**config.mk**
```make
export PLATFORM = sky130hd
export DESIGN_NAME = sstf_request_scheduler
export DESIGN_NICKNAME = d
export VERILOG_FILES = /design/src/rtl/core/sstf_pkg.sv /design/src/rtl/core/sstf_ram.sv /design/src/rtl/core/sstf_dpath.sv /design/src/rtl/core/sstf_ctrl.sv /design/src/rtl/core/sstf_request_scheduler.sv
export SDC_FILE = /design/constraint.sdc
export NUM_CORES = 2
export LEC_CHECK = 0
export ABC_CLOCK_PERIOD_IN_PS = 15450
export BUFFER_PORTS_ARGS = -buffer_cell sky130_fd_sc_hd__clkbuf_2
export CAP_MARGIN = 20
export CELL_PAD_IN_SITES_DETAIL_PLACEMENT = 1
export CELL_PAD_IN_SITES_GLOBAL_PLACEMENT = 2
export CORE_MARGIN = 3
export CORE_UTILIZATION = 49
export DETAILED_ROUTE_END_ITERATION = 6
export PLACE_DENSITY = 0.9
export SKIP_CTS_REPAIR_TIMING = 1
export SLEW_MARGIN = 25
export SYNTH_ARGS = -nofsm -noshare
export SYNTH_HDL_FRONTEND = slang
export SYNTH_SLANG_ARGS = --single-unit
```
**constraint.sdc**
```tcl
create_clock -name aclk -period 15.45 [get_ports aclk]
set_input_delay 3.09 -clock aclk [delete_from_list [all_inputs] [get_ports aclk]]
set_output_delay 3.09 -clock aclk [all_outputs]
set_load 0.1 [all_outputs]
```
**src/rtl/core/sstf_pkg.sv**
```systemverilog
// Shared types and constants for the SSTF request scheduler.
`default_nettype none

package sstf_pkg;

    localparam int DEPTH_DEF = 32;
    localparam int SECTOR_W  = 48;
    localparam int PENDING_W = 6;
    localparam int STATUS_W  = 2;
    localparam int S_DATA_W  = 48;   // sector
    localparam int M_DATA_W  = 56;   // dispatched_sector, pending, pad

    localparam logic KIND_ADD      = 1'b0;
    localparam logic KIND_DISPATCH = 1'b1;

    typedef enum logic [STATUS_W-1:0] {
        ST_DONE  = 2'd0,
        ST_FULL  = 2'd1,
        ST_EMPTY = 2'd2
    } status_t;

    // Datapath operation for the current cycle.
    typedef enum logic [3:0] {
        OP_NONE,
        OP_LOAD,
        OP_ADD_FIRST,
        OP_INS_START,
        OP_INS_STEP,
        OP_INS_LAST,
        OP_DSP_CUR,
        OP_DSP_PREV,
        OP_DSP_NEXT,
        OP_DSP_SHIFT,
        OP_DSP_FIN,
        OP_RESULT
    } dp_op_t;

    typedef struct packed {
        dp_op_t  op;
        status_t res;
    } dp_cmd_t;

    typedef struct packed {
        logic is_disp;
        logic empty;
        logic full;
        logic gt;          // entry being read is above the new sector
        logic idx_zero;
        logic has_next;
        logic shift_last;
        logic out_busy;
        logic cursor_ok;
    } dp_stat_t;

endpackage

`default_nettype wire

```
**src/rtl/core/sstf_ram.sv**
```systemverilog
// Generic single-write, single-read RAM with registered read data.
`default_nettype none

module sstf_ram #(
    parameter int WIDTH = 48,
    parameter int DEPTH = 32
) (
    input  wire logic                     aclk,
    input  wire logic                     we,
    input  wire logic [$clog2(DEPTH)-1:0] waddr,
    input  wire logic [WIDTH-1:0]         wdata,
    input  wire logic [$clog2(DEPTH)-1:0] raddr,
    output logic      [WIDTH-1:0]         rdata
);

    logic [WIDTH-1:0] mem [DEPTH];

    always_ff @(posedge aclk) begin
        if (we) begin
            mem[waddr] <= wdata;
        end
        rdata <= mem[raddr];
    end

endmodule

`default_nettype wire

```
**src/rtl/core/sstf_dpath.sv**
```systemverilog
// Datapath: sorted sector table, count, cursor, walk index and result register.
`default_nettype none

module sstf_dpath
    import sstf_pkg::*;
#(
    parameter int DEPTH = DEPTH_DEF
) (
    input  wire logic                 aclk,
    input  wire logic                 aresetn,
    input  wire logic                 s_kind,
    input  wire logic [SECTOR_W-1:0]  s_sector,
    input  wire logic                 m_tready,
    output logic                      m_tvalid,
    output logic      [STATUS_W-1:0]  m_status,
    output logic      [SECTOR_W-1:0]  m_sector,
    output logic      [PENDING_W-1:0] m_pending,
    input  wire dp_cmd_t              cmd,
    output dp_stat_t                  stat
);

    localparam int IW = $clog2(DEPTH);
    localparam int CW = $clog2(DEPTH + 1);
    localparam int XW = CW + 1;

    logic [CW-1:0]       count_reg, count_next;
    logic [IW-1:0]       cursor_reg, cursor_next;
    logic [IW-1:0]       idx_reg, idx_next;
    logic                kind_reg;
    logic [SECTOR_W-1:0] sec_reg;
    logic [SECTOR_W-1:0] cur_reg;
    logic [SECTOR_W-1:0] dp_reg;
    logic                go_prev_reg, go_prev_next;
    logic                out_valid_reg;
    status_t             out_status_reg;
    logic [SECTOR_W-1:0] out_sector_reg;
    logic [PENDING_W-1:0] out_pending_reg;

    logic                we;
    logic [IW-1:0]       waddr, raddr;
    logic [SECTOR_W-1:0] wdata, rdata;
    logic [SECTOR_W-1:0] dn;
    logic                has_prev;
    logic [CW+PENDING_W-1:0] count_wide;

    sstf_ram #(
        .WIDTH(SECTOR_W),
        .DEPTH(DEPTH)
    ) u_ram (
        .aclk (aclk),
        .we   (we),
        .waddr(waddr),
        .wdata(wdata),
        .raddr(raddr),
        .rdata(rdata)
    );

    assign has_prev   = (cursor_reg != '0);
    assign dn         = rdata - cur_reg;
    assign count_wide = (CW + PENDING_W)'(count_reg);

    always_comb begin
        stat.is_disp    = (kind_reg == KIND_DISPATCH);
        stat.empty      = (count_reg == '0);
        stat.full       = (count_reg >= CW'(DEPTH));
        stat.gt         = (rdata > sec_reg);
        stat.idx_zero   = (idx_reg == '0);
        stat.has_next   = ((XW'(cursor_reg) + XW'(1)) < XW'(count_reg));
        stat.shift_last = ((XW'(idx_reg) + XW'(1)) == XW'(count_reg));
        stat.out_busy   = out_valid_reg && !m_tready;
        stat.cursor_ok  = (count_reg == '0) ? (cursor_reg == '0)
                                            : (CW'(cursor_reg) < count_reg);
    end

    always_comb begin
        we           = 1'b0;
        waddr        = idx_reg + IW'(1);
        wdata        = sec_reg;
        raddr        = idx_reg;
        count_next   = count_reg;
        cursor_next  = cursor_reg;
        idx_next     = idx_reg;
        go_prev_next = go_prev_reg;
        case (cmd.op)
            OP_ADD_FIRST: begin
                we          = 1'b1;
                waddr       = '0;
                count_next  = CW'(1);
                cursor_next = '0;
            end
            OP_INS_START: begin
                raddr    = IW'(count_reg - CW'(1));
                idx_next = IW'(count_reg - CW'(1));
            end
            OP_INS_STEP: begin
                we = 1'b1;
                if (rdata > sec_reg) begin
                    // move this entry up one slot and keep walking down
                    wdata    = rdata;
                    raddr    = idx_reg - IW'(1);
                    idx_next = idx_reg - IW'(1);
                end else begin
                    count_next = count_reg + CW'(1);
                    if (idx_reg < cursor_reg) begin
                        cursor_next = cursor_reg + IW'(1);
                    end
                end
            end
            OP_INS_LAST: begin
                we          = 1'b1;
                waddr       = '0;
                count_next  = count_reg + CW'(1);
                cursor_next = cursor_reg + IW'(1);
            end
            OP_DSP_CUR: begin
                raddr = cursor_reg;
            end
            OP_DSP_PREV: begin
                raddr = cursor_reg - IW'(1);
            end
            OP_DSP_NEXT: begin
                go_prev_next = has_prev;
                raddr        = cursor_reg + IW'(1);
                idx_next     = cursor_reg + IW'(1);
            end
            OP_DSP_SHIFT: begin
                we       = 1'b1;
                waddr    = idx_reg - IW'(1);
                wdata    = rdata;
                raddr    = idx_reg + IW'(1);
                idx_next = idx_reg + IW'(1);
                // first shifted entry is the following neighbor
                if ((idx_reg - IW'(1)) == cursor_reg && has_prev) begin
                    go_prev_next = (dp_reg < dn);
                end
            end
            OP_DSP_FIN: begin
                count_next = count_reg - CW'(1);
                if (count_reg == CW'(1)) begin
                    cursor_next = '0;
                end else if (go_prev_reg) begin
                    cursor_next = cursor_reg - IW'(1);
                end
            end
            default: begin
            end
        endcase
    end

    always_ff @(posedge aclk) begin
        if (!aresetn) begin
            count_reg     <= '0;
            cursor_reg    <= '0;
            out_valid_reg <= 1'b0;
        end else begin
            count_reg  <= count_next;
            cursor_reg <= cursor_next;
            if (cmd.op == OP_RESULT) begin
                out_valid_reg <= 1'b1;
            end else if (m_tready) begin
                out_valid_reg <= 1'b0;
            end
        end
    end

    always_ff @(posedge aclk) begin
        idx_reg     <= idx_next;
        go_prev_reg <= go_prev_next;
        if (cmd.op == OP_LOAD) begin
            kind_reg <= s_kind;
            sec_reg  <= s_sector;
        end
        if (cmd.op == OP_DSP_PREV) begin
            cur_reg <= rdata;
        end
        if (cmd.op == OP_DSP_NEXT) begin
            dp_reg <= cur_reg - rdata;
        end
        if (cmd.op == OP_RESULT) begin
            out_status_reg  <= cmd.res;
            out_sector_reg  <= (cmd.res == ST_DONE && kind_reg == KIND_DISPATCH)
                               ? cur_reg : '0;
            out_pending_reg <= count_wide[PENDING_W-1:0];
        end
    end

    assign m_tvalid  = out_valid_reg;
    assign m_status  = out_status_reg;
    assign m_sector  = out_sector_reg;
    assign m_pending = out_pending_reg;

endmodule

`default_nettype wire

```
**src/rtl/core/sstf_ctrl.sv**
```systemverilog
// Controller FSM: sequences table walks for add and dispatch requests.
`default_nettype none

module sstf_ctrl
    import sstf_pkg::*;
(
    input  wire logic     aclk,
    input  wire logic     aresetn,
    input  wire logic     s_tvalid,
    output logic          s_tready,
    output dp_cmd_t       cmd,
    input  wire dp_stat_t stat
);

    typedef enum logic [3:0] {
        S_IDLE,
        S_DECODE,
        S_INS,
        S_INS_LAST,
        S_DPREV,
        S_DNEXT,
        S_DSHIFT,
        S_DFIN,
        S_RES
    } state_t;

    state_t  state_reg, state_next;
    status_t res_reg, res_next;
    logic    ready_reg;

    always_comb begin
        state_next = state_reg;
        res_next   = res_reg;
        cmd.op     = OP_NONE;
        cmd.res    = res_reg;
        unique case (state_reg)
            S_IDLE: begin
                if (s_tvalid) begin
                    cmd.op     = OP_LOAD;
                    state_next = S_DECODE;
                end
            end
            S_DECODE: begin
                res_next = ST_DONE;
                if (!stat.is_disp) begin
                    if (stat.full) begin
                        res_next   = ST_FULL;
                        state_next = S_RES;
                    end else if (stat.empty) begin
                        cmd.op     = OP_ADD_FIRST;
                        state_next = S_RES;
                    end else begin
                        cmd.op     = OP_INS_START;
                        state_next = S_INS;
                    end
                end else if (stat.empty) begin
                    res_next   = ST_EMPTY;
                    state_next = S_RES;
                end else begin
                    cmd.op     = OP_DSP_CUR;
                    state_next = S_DPREV;
                end
            end
            S_INS: begin
                cmd.op = OP_INS_STEP;
                if (!stat.gt) begin
                    state_next = S_RES;
                end else if (stat.idx_zero) begin
                    state_next = S_INS_LAST;
                end
            end
            S_INS_LAST: begin
                cmd.op     = OP_INS_LAST;
                state_next = S_RES;
            end
            S_DPREV: begin
                cmd.op     = OP_DSP_PREV;
                state_next = S_DNEXT;
            end
            S_DNEXT: begin
                cmd.op     = OP_DSP_NEXT;
                state_next = stat.has_next ? S_DSHIFT : S_DFIN;
            end
            S_DSHIFT: begin
                cmd.op = OP_DSP_SHIFT;
                if (stat.shift_last) begin
                    state_next = S_DFIN;
                end
            end
            S_DFIN: begin
                cmd.op     = OP_DSP_FIN;
                state_next = S_RES;
            end
            S_RES: begin
                if (!stat.out_busy) begin
                    cmd.op     = OP_RESULT;
                    state_next = S_IDLE;
                end
            end
            default: begin
                state_next = S_IDLE;
            end
        endcase
    end

    always_ff @(posedge aclk) begin
        if (!aresetn) begin
            state_reg <= S_IDLE;
            res_reg   <= ST_DONE;
            ready_reg <= 1'b1;
        end else begin
            state_reg <= state_next;
            res_reg   <= res_next;
            ready_reg <= (state_next == S_IDLE);
        end
    end

    assign s_tready = ready_reg;

endmodule

`default_nettype wire

```
**src/rtl/core/sstf_request_scheduler.sv**
```systemverilog
// Top level of the SSTF request scheduler.
`default_nettype none

// Holds up to DEPTH pending sector addresses in ascending order in a single-port-write,
// registered-read RAM, with a cursor on the entry the next dispatch hands out. An add
// request (tuser = 0) inserts its sector by walking the table down from the top, one
// entry per cycle, moving larger entries up; a dispatch request (tuser = 1) returns the
// sector at the cursor, reads its two neighbors, closes the gap by walking the entries
// above it down one per cycle and moves the cursor to the nearer neighbor (the following
// one on a tie). Each request yields exactly one result: status in m_tuser, the
// dispatched sector and the new pending count in m_tdata. How long a request occupies
// the block is set by the RAM walk, one entry per cycle, over the held entries above the
// insert position for an add or above the cursor for a dispatch. A rejected add or an
// empty dispatch skips the walk. A new request is taken while the previous result is
// still waiting on m_tready.
module sstf_request_scheduler
    import sstf_pkg::*;
#(
    parameter int DEPTH = DEPTH_DEF
) (
    input  wire logic                aclk,
    input  wire logic                aresetn,
    input  wire logic                s_tvalid,
    output logic                     s_tready,
    input  wire logic [S_DATA_W-1:0] s_tdata,   // [47:0] sector
    input  wire logic                s_tuser,   // [0] kind
    output logic                     m_tvalid,
    input  wire logic                m_tready,
    output logic      [M_DATA_W-1:0] m_tdata,   // [47:0] dispatched_sector, [53:48] pending
    output logic      [STATUS_W-1:0] m_tuser    // [1:0] status
);

    dp_cmd_t              cmd;
    dp_stat_t             stat;
    logic [SECTOR_W-1:0]  out_sector;
    logic [PENDING_W-1:0] out_pending;

    sstf_ctrl u_ctrl (
        .aclk    (aclk),
        .aresetn (aresetn),
        .s_tvalid(s_tvalid),
        .s_tready(s_tready),
        .cmd     (cmd),
        .stat    (stat)
    );

    sstf_dpath #(
        .DEPTH(DEPTH)
    ) u_dpath (
        .aclk     (aclk),
        .aresetn  (aresetn),
        .s_kind   (s_tuser),
        .s_sector (s_tdata[SECTOR_W-1:0]),
        .m_tready (m_tready),
        .m_tvalid (m_tvalid),
        .m_status (m_tuser),
        .m_sector (out_sector),
        .m_pending(out_pending),
        .cmd      (cmd),
        .stat     (stat)
    );

    assign m_tdata = {(M_DATA_W - SECTOR_W - PENDING_W)'(0), out_pending, out_sector};

    // A request is taken only from idle; the block is busy the cycle after.
    a_busy_after_accept: assert property (@(posedge aclk) disable iff (!aresetn)
        s_tvalid && s_tready |=> !s_tready)
        else $error("scheduler ready right after taking a request");

    // Cursor stays on a held entry (or zero when empty) between requests.
    a_cursor_in_range: assert property (@(posedge aclk) disable iff (!aresetn)
        s_tready |-> stat.cursor_ok)
        else $error("cursor outside held entries");

    // Only defined status codes; rejected results (full or empty) carry a zero sector.
    a_status_code: assert property (@(posedge aclk) disable iff (!aresetn)
        m_tvalid |-> (m_tuser == ST_DONE || m_tuser == ST_FULL || m_tuser == ST_EMPTY))
        else $error("undefined result status");

    a_reject_zero_sector: assert property (@(posedge aclk) disable iff (!aresetn)
        m_tvalid && (m_tuser == ST_FULL || m_tuser == ST_EMPTY) |-> m_tdata[47:0] == '0)
        else $error("rejected request returned a sector");

endmodule

`default_nettype wire
```
[Yosys cells after proc, flatten, opt, wreduce, memory -nomap -nowiden]
Memories as Yosys holds them, arrays and structs flattened. A register that Yosys moved wholly into a read port is not among the register bits.
Cells that the tools add are included.
Word-level totals
  flip-flop bits (word level): 226
  RAM bits: 1536
  input bits: 53
  output and inout bits: 60
  word-level logic and storage cells: 118
  memories kept: 1
Cells by class
  add/sub/neg operators: 10
  magnitude comparators: 5
  equality and inequality tests: 26
  muxes and demuxes: 41
  reduce and logical (&&, ||, !) cells: 20
Memories
  u_dpath.u_ram.mem: words 32, width 48, rd ports 1, clocked after memory_dff 1, wr ports 1, line sstf_ram.sv:16  | logic [WIDTH-1:0] mem [DEPTH];
Operators by type and width (count)
  48-bit one-hot mux with 2 select lines: 1
  48-bit subtractor: 2
  48-bit > comparator: 1
  48-bit less-than comparator: 1
  4-bit two-way mux: 12
  48-bit two-way mux: 1
  5-bit one-hot mux with 4 select lines: 2
  4-bit one-hot mux with 9 select lines: 1
  4-bit by 3-bit equality test with 1-bit output (second input constant): 8
  4-bit one-hot mux with 8 select lines: 1
  5-bit one-hot mux with 6 select lines: 1
  5-bit two-way mux: 5
  6-bit one-hot mux with 4 select lines: 1
  4-bit equality test (second input constant): 5
  4-bit by 2-bit equality test with 1-bit output (second input constant): 4
  5-bit by 1-bit adder with 6-bit output (second input constant): 2
  5-bit by 1-bit adder with 5-bit output (second input constant): 2
  1-bit two-way mux: 10
  5-bit one-hot mux with 2 select lines: 1
  5-bit by 1-bit subtractor with 5-bit output (second input constant): 2
  4-bit by 1-bit equality test with 1-bit output (second input constant): 2
  4-bit zero test: 2
  4-bit nonzero test: 2
  7-bit by 6-bit equality test with 1-bit output: 1
  25 further kinds: 32

[Depth between registers and ports, before layout]
  depth after elaboration: 10
  depth in mapped cells: 29
  gate-level depth less buffers: 29

[Cells and area by module]
Synthesis repeated with hierarchy kept, for this count alone.
Second synthesis, totals
  cell total of the unflattened synthesis: 5301
  area, all modules: 78629.2 sq um
By module, submodules not included
  sstf_ram: instances 1, cells an instance 3364, area an instance 60724.5 sq um, seq. area each 47085.2 sq um
  sstf_dpath: instances 1, cells an instance 1868, area an instance 17367.9 sq um, seq. area each 6456.2 sq um
  sstf_ctrl: instances 1, cells an instance 66, area an instance 518.0 sq um, seq. area each 140.1 sq um
  sstf_request_scheduler: instances 1, cells an instance 3, area an instance 18.8 sq um, seq. area each 0.0 sq um

[Worst setup path before layout]
No wires, ideal clock.
  path type: input -> register
  start: in m_tready
  end: mem u_dpath.u_ram.mem[18][0] (enable)
  setup time: 0.454 ns
  data arrival time: 8.302 ns
  data required time: 14.996 ns
  path slack: 6.694 ns
  stages on the path: 12
  path through: nand2b_1 -> nand3_1 -> inv_1 -> o22ai_1 -> a221o_1 -> a21boi_1 -> and2_1 -> a221oi_1 -> a21oi_1 -> or2_2 -> or2_1 -> nor2_1
Between the ends
  cells in the longest elaborated chain, start to end: 9
  elaborated cells between the ends (all ways): 14
  those cells by class: eq/ne (4); mux (6); reduce/logical (4)
RTL lines
  start, declared: line sstf_request_scheduler.sv:28  | input wire logic m_tready,
  1-bit zero test *: line sstf_dpath.sv:70  | stat.out_busy = out_valid_reg && !m_tready;
  1-bit logical AND *: line sstf_dpath.sv:70
  4-bit two-way mux *: line sstf_ctrl.sv:95  | if (!stat.out_busy) begin
  4-bit one-hot mux with 9 select lines *: line sstf_ctrl.sv:36  | unique case (state_reg)
  4-bit by 2-bit equality test with 1-bit output, or another cell as far along: line sstf_dpath.sv:84  | case (cmd.op)
  4-bit OR reduction (no source line)
  1-bit two-way mux: line sstf_dpath.sv:84
  1-bit two-way mux: line sstf_ram.sv:19  | if (we) begin
  1-bit two-way mux (implied by the code): line sstf_ram.sv:20  | mem[waddr] <= wdata;
  end, declared: line sstf_ram.sv:16
Mark *: on every way between the ends. The rest lies on a longest branch, timed or not.

[Worst setup path after layout]
  start: reg u_dpath.sec_reg[43]
  end: reg u_dpath.u_ram.rdata[32], read port of u_dpath.u_ram.mem
Between the ends
  cells in the longest elaborated chain, start to end: 3
RTL lines
  start, declared: line sstf_dpath.sv:30  | logic [SECTOR_W-1:0] sec_reg;
  start signal, assigned: line sstf_dpath.sv:171  | sec_reg <= s_sector;
  48-bit > comparator: line sstf_dpath.sv:97  | if (rdata > sec_reg) begin
  5-bit two-way mux: line sstf_dpath.sv:97
  5-bit one-hot mux with 6 select lines: line sstf_dpath.sv:84
  end, declared: line sstf_ram.sv:13  | output logic [WIDTH-1:0] rdata
No other way between the ends.
A chain may end at the register's enable or synchronous reset.

==> results.md <==
- Outcome: finished, final reports clean
- Proportion of total power due to net switching: 0.3612
- Worst setup slack before clock tree synthesis: 7.957 ns
- Average footprint of a synthesized cell: 13.74 um^2
- CP startpoint kind: flop
- Vias per cell: 6.313
- First-pass GRT wire length: 342000 um
- Signed area change from the synthesized netlist to the final layout: 12.45%
- Post-CTS clock slew at the launch and capture registers of the worst setup and hold paths: 0.06 ns
- Average wire length per cell after detail routing: 29.47 um
- Type of destination of the critical path: flop
- Count of filler cells inserted in the layout: 14870
- Number of enable-type register cells in the synthesized netlist: 1743
- Power density normalized to cell area: 178.0 nW/um^2
- Largest net degree at the start of global routing: 139
- Reg with most FFs: u_dpath.u_ram.mem
- Max-capacitance violation count: 0
- Total die area: 161400 um^2
- Worst Hold Margin: 0.4927 ns
- Data required, critical path: 16.00 ns
- Most frequent cells after synthesis: edfxtp_1, nand2_1, a21oi_1
- Post-Route Skew: 0.03755 ns
- Non-filler instance count after layout: 7887
- Flip-flop count of the largest register, all copies and words added: 1536
- Transition time of the tightest slew-check pin: 1.192 ns
- Post-layout min period: 7.597 ns
- Final weighted congestion in routability-driven placement: 0.8719
- Number of register bits inferred by synthesis: 1810
- Antenna violations before repair: 19
- Sw power: 5552 uW
- Instance count along the most critical hold path: 0
- Die X: 401.8 um
- Detailed Route WL: 232400 um
- Leading register cell type out of synthesis: edfxtp_1
- Starting DRC count in detailed routing: 5923
- Post-route fraction of the period consumed by the critical path: 0.4917
- Final Hold Viols: 0
- Critical path fanouts, max: 109
- R2r worst-path depth: 15
- Async set or reset register ratio after synthesis: 0
- Count of pins on the block boundary: 113
- Insertion delay to the later sink of the worst-skew pair: 0.80 ns
- Part of the power in combinational logic: 0.324
- Fraction of post-synthesis cell area in the top cell type by area: 0.6818
- Cts bufs inserted: 184
- Overall routing resource usage: 0.2828
- Final Slew Violations: 0
- Initial Util: 0.4960
- Maximum clock insertion buffer count: 3
- Total congestion overflow: 0
- Clock root buffer: clkbuf_16
- Share of layout cells above drive strength 1: 0.1081
- Share of synthesized area occupied by flip-flops and latches: 0.6993
- First-pass iteration count of the detailed router: 6
- Final Net Count: 5952
- Leakage power summed over all cells: 0.03041 uW
- Vias after detailed routing: 49790
- Ordered list of cells on the worst path: inv_1, ha_1, nand4_1, nor4_1, nand3_1, o2bb2ai_1, a21oi_1, o22ai_4, buf_12, buf_4, buf_4, mux2i_1, a221oi_1, nor4_1, o311ai_1
- Int Power: 9818 uW
- Unrepaired setup endpoints after global routing: false
- Number of rows in the core area: 144
- Residual DRC: 0
- Dominant cell by count in the synthesized netlist: edfxtp_1
- Worst Setup Path Type: reg2reg
- Inst Count DP: 7538
- Peak clock frequency supported by timing: 0.1316 GHz
- Number of clock sinks seen by CTS: 1810
- Worst vdd ir: 0.0001302 V
- Number of port buffers: 110
- Setup TNS: 0 ns
- Number of library cell types mapped by synthesis: 77
- Area of the mapped netlist: 76760 um^2
- ANT nets after route: 0
- Cell type of the slowest stage on the worst timing path: nor4_1
- Top cells by area in the synthesized netlist: edfxtp_1, nand2_1, mux2i_1, ha_1, a21oi_1
- Sequential share of power: 0.391
- Number of warnings issued by yosys: 0
- Data arrival time of the critical path: 8.15 ns
- Die Span Y: 401.8 um
- Worst hold-check path type: reg2reg
- Placed wire-length estimate after detailed placement: 137500 um
- Max stage delay on crit path: 0.97 ns
- Clock network power share: 0.285
- Worst slew margin: 0.1979
- Number of setup violations in the final report: 0
- Fin worst setup slack: 7.853 ns
- Cell taking the most area after synthesis: edfxtp_1
- Utilization after layout: 0.5578
- Instance count of the mapped netlist: 5587
- Clock tree from TritonCTS: done
- Clock H-tree levels: 4
- Placeable core region: 154800 um^2
- Number of global-route vias before repair: 51740
==> worst max-delay path, delay by kind of cell, from the launching register on <==
kind | cells | cell delay (ns)
and+or+nand+nor | 4 | 1.96
DFF | 1 | 0.39
AOI/OAI and AO/OA | 5 | 1.92
adders and majority gates | 1 | 0.33
buffers and inverters | 4 | 2.05
muxes | 1 | 0.28
==> routing by layer <==
layer  global-route usage  part of all wire  vias to the layer above
met4              0.08752             0.027                        2
met5                    0          0.000060                        -
met2               0.4626              0.48                     2380
li1                     -                 -                    21390
met1               0.3933              0.41                    25650
met3              0.04230             0.080                      369
==> power by group through the flow <==
| stage | logic [uW] | clock network (uW) | registers, uW |
|---|---|---|---|
| floorplan | 2860 | 0 | 6250 |
| global placement | 4640 | 0 | 6080 |
| detailed placement | 4820 | 0 | 6100 |
| CTS | 4890 | 4430 | 6000 |
| global route | 5350 | 4640 | 6020 |
| finish | 4990 | 4380 | 6000 |
==> metrics by stage <==
stage          area [um^2]  total power, uW
5_1_grt              86310            16010
3_5_place_dp         80200            10930
2_1_floorplan        76770             9109
6_report             86320            15370
3_3_place_gp         80130            10730
4_1_cts              86020            15320
==> layout by cell type, fill, tap and decap left out, drive strengths merged, types with 13 or more instances in the layout <==
master	netlist	final
a211oi	13	13
a21o	79	79
a21oi	396	396
a221oi	203	203
a32o	47	47
a32oi	49	49
and2	58	58
buf	132	141
bufinv	0	14
clkbuf	204	346
clkinv	0	76
dfxtp	67	67
edfxtp	1743	1743
ha	208	208
inv	192	197
mux2i	295	295
nand2	895	895
nand2b	21	21
nand3	225	225
nand4	75	75
nor2	95	95
nor2b	31	31
nor3	26	26
nor4	54	54
o21a	14	14
o21ai	145	145
o21bai	16	16
o311ai	47	47
xnor2	75	75
xor2	42	42
==> path summary, 6_finish.rpt <==
check	startpoint	to	slack, ns
setup / recovery	u_dpath.sec_reg[43]	u_dpath.u_ram.rdata[32]	7.85
hold / removal	u_dpath.u_ram.rdata[0]	u_dpath.cur_reg[0]	0.49
setup reg to reg	u_dpath.sec_reg[43]	u_dpath.u_ram.rdata[32]	7.85
hold reg to reg	u_dpath.u_ram.rdata[0]	u_dpath.cur_reg[0]	0.49
==> final cells by class <==
cell class	count	area [um^2]	share of cell area
clock buffer	236	4936	0.05718
multi-input combinational	3250	21660	0.2509
clock inverter	99	878.3	0.01017
tap	2044	2557	0.02963
inverter	192	720.7	0.008349
timing repair buffer	251	1877	0.02174
sequential	1810	53680	0.6219
antenna	5	12.51	0.0001449
==> cells by family after synthesis <==
group	Yosys count	synth area share
flops	1810	0.6993
simple gates	1533	0.08934
compound gates	1091	0.09649
buf+inv	528	0.02815
mux	297	0.03891
fa+ha+maj	210	0.03442
xor+xnor	117	0.01335
other cells	1	0.00004885
(Power assumes the default switching activity.)
